[src/hw/rtl/bpsn_pkg.sv]
// Shared constants, types and state codes of the band power sigma normalizer.
package bpsn_pkg;

  localparam int unsigned MAX_CHANNELS = 64;
  localparam int unsigned RAM_DEPTH    = MAX_CHANNELS * 4;
  localparam int unsigned RAM_AW       = $clog2(RAM_DEPTH);

  localparam int unsigned CH_W       = 6;
  localparam int unsigned POS_W      = 7;
  localparam int unsigned VAL_W      = 32;
  localparam int unsigned K_W        = 16;
  localparam int unsigned BCNT_W     = 7;
  localparam int unsigned NORM_W     = 16;
  localparam int unsigned TOT_W      = 22;
  localparam int unsigned KS_W       = K_W + VAL_W;
  localparam int unsigned DIV_W      = KS_W + 1;
  localparam int unsigned NORM_STEPS = 15;
  localparam int unsigned AVG_STEPS  = TOT_W;
  localparam int unsigned QUO_W      = TOT_W;
  localparam int unsigned STEP_W     = 5;
  localparam int unsigned CFG_W      = 16;
  localparam int unsigned S_TDATA_W  = 136;
  localparam int unsigned S_TUSER_W  = 2;
  localparam int unsigned M_TDATA_W  = 72;

  localparam logic [NORM_W-1:0] ONE_Q15     = 16'd32768;
  localparam logic [NORM_W-1:0] HALF_Q15    = 16'd16384;
  localparam logic [POS_W-1:0]  POS_MAX     = 7'd127;
  localparam logic [K_W-1:0]    K_SIGMA_RST = 16'd512;

  typedef enum logic [0:0] {
    CFG_K_SIGMA    = 1'b0,
    CFG_BASE_COUNT = 1'b1
  } cfg_idx_e;

  typedef enum logic [0:0] {
    OP_LOAD   = 1'b0,
    OP_SAMPLE = 1'b1
  } op_e;

  typedef enum logic [3:0] {
    ST_IDLE,
    ST_WR_MEAN,
    ST_WR_SD,
    ST_RD_MEAN,
    ST_RD_SD,
    ST_MUL,
    ST_TOP,
    ST_SUB,
    ST_CHK,
    ST_DIV,
    ST_ACC,
    ST_AVG_SET,
    ST_AVG_A,
    ST_AVG_B,
    ST_OUT
  } state_e;

  typedef struct packed {
    logic [DIV_W-1:0] rem;
    logic [DIV_W-1:0] divisor;
    logic             in_bit;
  } step_req_t;

  typedef struct packed {
    logic [DIV_W-1:0] rem;
    logic             q_bit;
  } step_rsp_t;

endpackage

[src/hw/rtl/bpsn_div_step.sv]
// Shared restoring-division step: shift in one bit, trial subtract, quotient bit.
module bpsn_div_step (
  input  bpsn_pkg::step_req_t req_i,
  output bpsn_pkg::step_rsp_t rsp_o
);

  logic [bpsn_pkg::DIV_W:0] trial;
  logic [bpsn_pkg::DIV_W:0] diff;
  logic                     ge;

  assign trial = {req_i.rem, req_i.in_bit};
  assign diff  = trial - {1'b0, req_i.divisor};
  assign ge    = (trial >= {1'b0, req_i.divisor});

  assign rsp_o.q_bit = ge;
  assign rsp_o.rem   = ge ? diff[bpsn_pkg::DIV_W-1:0] : trial[bpsn_pkg::DIV_W-1:0];

endmodule

[config.mk]
export PLATFORM = sky130hd
export DESIGN_NAME = bpsn_div_step
export DESIGN_NICKNAME = d
export VERILOG_FILES = /design/src/hw/rtl/bpsn_pkg.sv /design/src/hw/rtl/bpsn_div_step.sv
export SDC_FILE = /design/constraint.sdc
export NUM_CORES = 1
export LEC_CHECK = 0
export BUFFER_PORTS_ARGS = -buffer_cell sky130_fd_sc_hd__buf_4
export CAP_MARGIN = 20
export CORE_MARGIN = 2
export CORE_UTILIZATION = 40
export DETAILED_ROUTE_END_ITERATION = 10
export GPL_TIMING_DRIVEN = 0
export PLACE_DENSITY = 0.75
export REMOVE_ABC_BUFFERS = 1
export SYNTH_ARGS = -nofsm -noshare
export SYNTH_HDL_FRONTEND = slang
export SYNTH_SLANG_ARGS = --single-unit
[constraint.sdc]
create_clock -name vclk -period 10.2
set_input_delay 2.55 -clock vclk [all_inputs]
set_output_delay 2.55 -clock vclk [all_outputs]
set_load 0.02 [all_outputs]
# Word-level counts from Yosys, hierarchy flattened
# Cells that the tools add are included.
# totals
register_bits	0
input_bits	99
out_inout_bits	50
elab_cells	3
# op_classes
add_sub_neg	1
order_cmp	1
n_mux	1
# ops
operator	count
>= comparator 50 x 49 -> 1 bit	1
two-way mux 49 bit	1
subtractor 49 bit	1

# Logic depth before layout (Yosys ltp)
# depth
depth_word	2
depth_mapped	15
ltp_nobuf	14

# Worst setup path after synthesis
# Ideal clock, no wire load.
# synth_timing
path_type	input to output
from	input port req_i[0] in the netlist's numbering
to	output port rsp_o[12] in the netlist's numbering
arrival_ns	5.396
t_required_ns	7.650
setup_slack_ns	2.254
path_stages	15
path_buffers	2
path_cell_list	inv_1 > ha_1 > inv_1 > fa_1 > a21oi_1 > o22ai_1 > o211ai_1 > o221ai_2 > a21oi_2 > o41ai_4 > a211oi_4 > o31ai_4 > buf_2 > buf_4 > a21oi_1
# synth_rtl
element	line	rtl
start, declared	bpsn_div_step.sv:3	input bpsn_pkg::step_req_t req_i,
end, declared	bpsn_div_step.sv:4	output bpsn_pkg::step_rsp_t rsp_o

==> impl_metrics.toml <==
[floorplan]
die_area_um2 = 9480
pin_count = 149
rows = 34
die_y_um = 97.4
initial_core_util_pct = 40.6
core_um2 = 8590
chipWidth_um = 97.4

[global_routing]
overflow = 0
grt_pass1_wl_mm = 17.3
grt_antenna_before_repair = 0
grt_max_degree = 25
track_usage_pct = 20.2
first_global_vias = 4061

[worst_setup_path]
critical_path_arrival_ns = 6.49
worstSetupStartpoint = "req_i[0]"
endpoint_kind = "output port"
critPathLaunchType = "primary input"
required_ns = 7.65
path_class = "in2out"
cp_max_fo = 23

[detailed_routing]
viasPerCell = 5.48
num_vias = 4239
drt_iter0_markers = 91
firstDrtPassIters = 4
ant_nets = 0
drc = 0
wl_per_cell_um = 13.3
wirelength_mm = 10.2

[logic_synthesis]
yosysMostFrequentCell = "a21oi_1"
synth_top_family_by_area = "compound AO/OA/AOI/OAI gates"
postSynthCellCount = 545
ys_seq_area_share_pct = 0
synth_area_um2 = 3490
synthSimpleGateAreaFrac_pct = 20.7
synth_compound_area_share_pct = 35.0
yosysUniqueCellTypes = 50
ys_warn_count = 0
synthAdderAreaFrac_pct = 18.2
synth_common_cells = "a21oi_1 (90), inv_1 (64), nor2_1 (61)"
synthXorXnorAreaFrac_pct = 11.6
synthMuxAreaShare_pct = 3.55
yosysTopAreaCell = "ha_1"
synth.top_cell.area_share_pct = 17.6
netlist_top_cells_area = "ha_1 (18%), a21oi_1 (13%), xnor2_1 (7.3%)"
avgSynthCellArea_um2 = 6.40

[final_layout]
design.seq.count = 0
finalInstanceArea_um2 = 4670
post_route_cells_drive_above_1_share_pct = 24.4
nets = 816
fillers = 876
area.sequential_um2 = 0
clock_buffers = 0
n_antenna_cell = 0
stdcell_count = 773
area_growth_pct = 33.8

[cts]
cts_hold_buf = 0
cts-resized-gates = 0
post_cts.repair.setup_buffers = 0

[sta]
finalMaxSlewViolations = 0
hold_viol_final = 0
worst_pin_slew_ns = 0.980
setup_viol = 0
rsz0062_at_grt = "no"
max_freq_mhz = 111
maxSlewHeadroom_pct = 34.7
period_needed_ns = 9.04
finalCritPeriodShare_pct = 88.6

[place]
numPortBuffers = 149
dp_hpwl_mm = 8.85
place_inst = 773
post_dp_cell_area_um2 = 4670
gp_congestion = 0.902

[pwr]
clkPwrFrac_pct = 0
seqPwrFrac_pct = 0
power.share.switching_pct = 54.8
peakVddDrop_v = 0.0000387
p_sw_mw = 0.214
power_density_nw_per_um2 = 83.5
cellInternalPower_mw = 0.176
power_leakage_nw = 2.38
combPwrFrac_pct = 100.0

[min_path]
hold_depth = 3
holdPathEnd = "rsp_o[37]"
hp-class = "in2out"
hold_start = "req_i[85]"

[flow_run]
maxCapViolations = 0

[run_status]
status = "finished clean"
## cells by family (layout without fill, tap and decap cells)
group           Yosys count  count (layout)
compound gates          190             190
simple gates            152             152
buf+inv                  96             216
fa+ha+maj                50              50
xor+xnor                 46              46
mux                      11              11
## worst max path at each step
stage                      endpoint  slack (ns)
after detailed placement  rsp_o[25]        1.18
after global placement    rsp_o[46]       -0.26
after floorplan           rsp_o[46]        0.80
after global routing      rsp_o[25]        0.88
final                     rsp_o[25]        1.16
after CTS                 rsp_o[25]        1.19
## metal layers
layer  GRT usage (%)  routed length (µm)  up-vias
li1                -                   -     2169
met1            26.0                4600     1933
met2            37.5                5050      127
met3            1.15                 489       10
met4            2.88                 110        0
met5               0                   0        -
## power by group through the flow
stage	clock network (mW)	logic (mW)	registers, mW
finish	0	0.389	0
global route	0	0.423	0
CTS	0	0.390	0
detailed placement	0	0.387	0
global placement	0	0.378	0
floorplan	0	0.248	0
## cell type report
cell class | count | area (µm²) | area share, %
inverters | 64 | 240 | 5.15
repair buffers | 152 | 1190 | 25.5
well taps | 108 | 135 | 2.90
multi-input cells | 449 | 3100 | 66.5
## critical path, cell delays in order
cell and delay (ns):
buf_4 0.09, inv_1 0.04, ha_1 0.20, inv_1 0.07, fa_1 0.20, a21oi_1 0.09, o22ai_1 0.20, o211ai_1 0.21
o221ai_2 0.33, a21oi_2 0.17, o41ai_4 0.42, a211oi_4 0.18, o31ai_4 0.87, buf_8 0.28, buf_16 0.17, nor2_1 0.05
a21oi_1 0.18, buf_4 0.18
## stage by stage
| stage | utilization, % | hold WS [ns] | setup slack [ns] | setup TNS [ns] | power (mW) |
|---|---|---|---|---|---|
| global placement | 53.5 | 5.42 | -0.259 | -0.574 | 0.378 |
| floorplan | - | 5.27 | 0.796 | 0 | 0.248 |
| detailed placement | 54.3 | 5.42 | 1.18 | 0 | 0.387 |
| CTS | 54.3 | 5.43 | 1.19 | 0 | 0.390 |
| finish | 54.3 | 5.43 | 1.16 | 0 | 0.389 |
| global route | 54.3 | 5.44 | 0.877 | 0 | 0.423 |
## cell usage in the layout (no fill, tap or decap), types with 2 or more instances in the layout
cell / netlist / routed
o21bai_1: 12 / 12
xor2_1: 17 / 17
o31ai_1: 6 / 6
or3_1: 2 / 2
nor2_1: 61 / 61
o21a_1: 7 / 7
buf_4: 5 / 149
nand2b_1: 2 / 2
nor3_1: 5 / 5
or2_2: 2 / 2
xnor2_1: 29 / 29
o21ai_0: 18 / 18
o22ai_1: 2 / 2
a31o_2: 2 / 2
nor4_1: 4 / 4
buf_16: 0 / 2
nand4_1: 20 / 20
nor2b_1: 5 / 5
nand2_1: 26 / 26
o211ai_1: 4 / 4
a31oi_1: 5 / 5
nor3b_1: 2 / 2
a21oi_1: 90 / 90
a211oi_1: 2 / 2
o221ai_1: 4 / 4
a21o_1: 25 / 25
mux2_1: 11 / 11
or4_1: 2 / 2
nand3_1: 11 / 11
ha_1: 49 / 49
inv_1: 64 / 64
and2_1: 4 / 4
and3_1: 4 / 4
No activity file was read; power rests on OpenSTA's default activity.
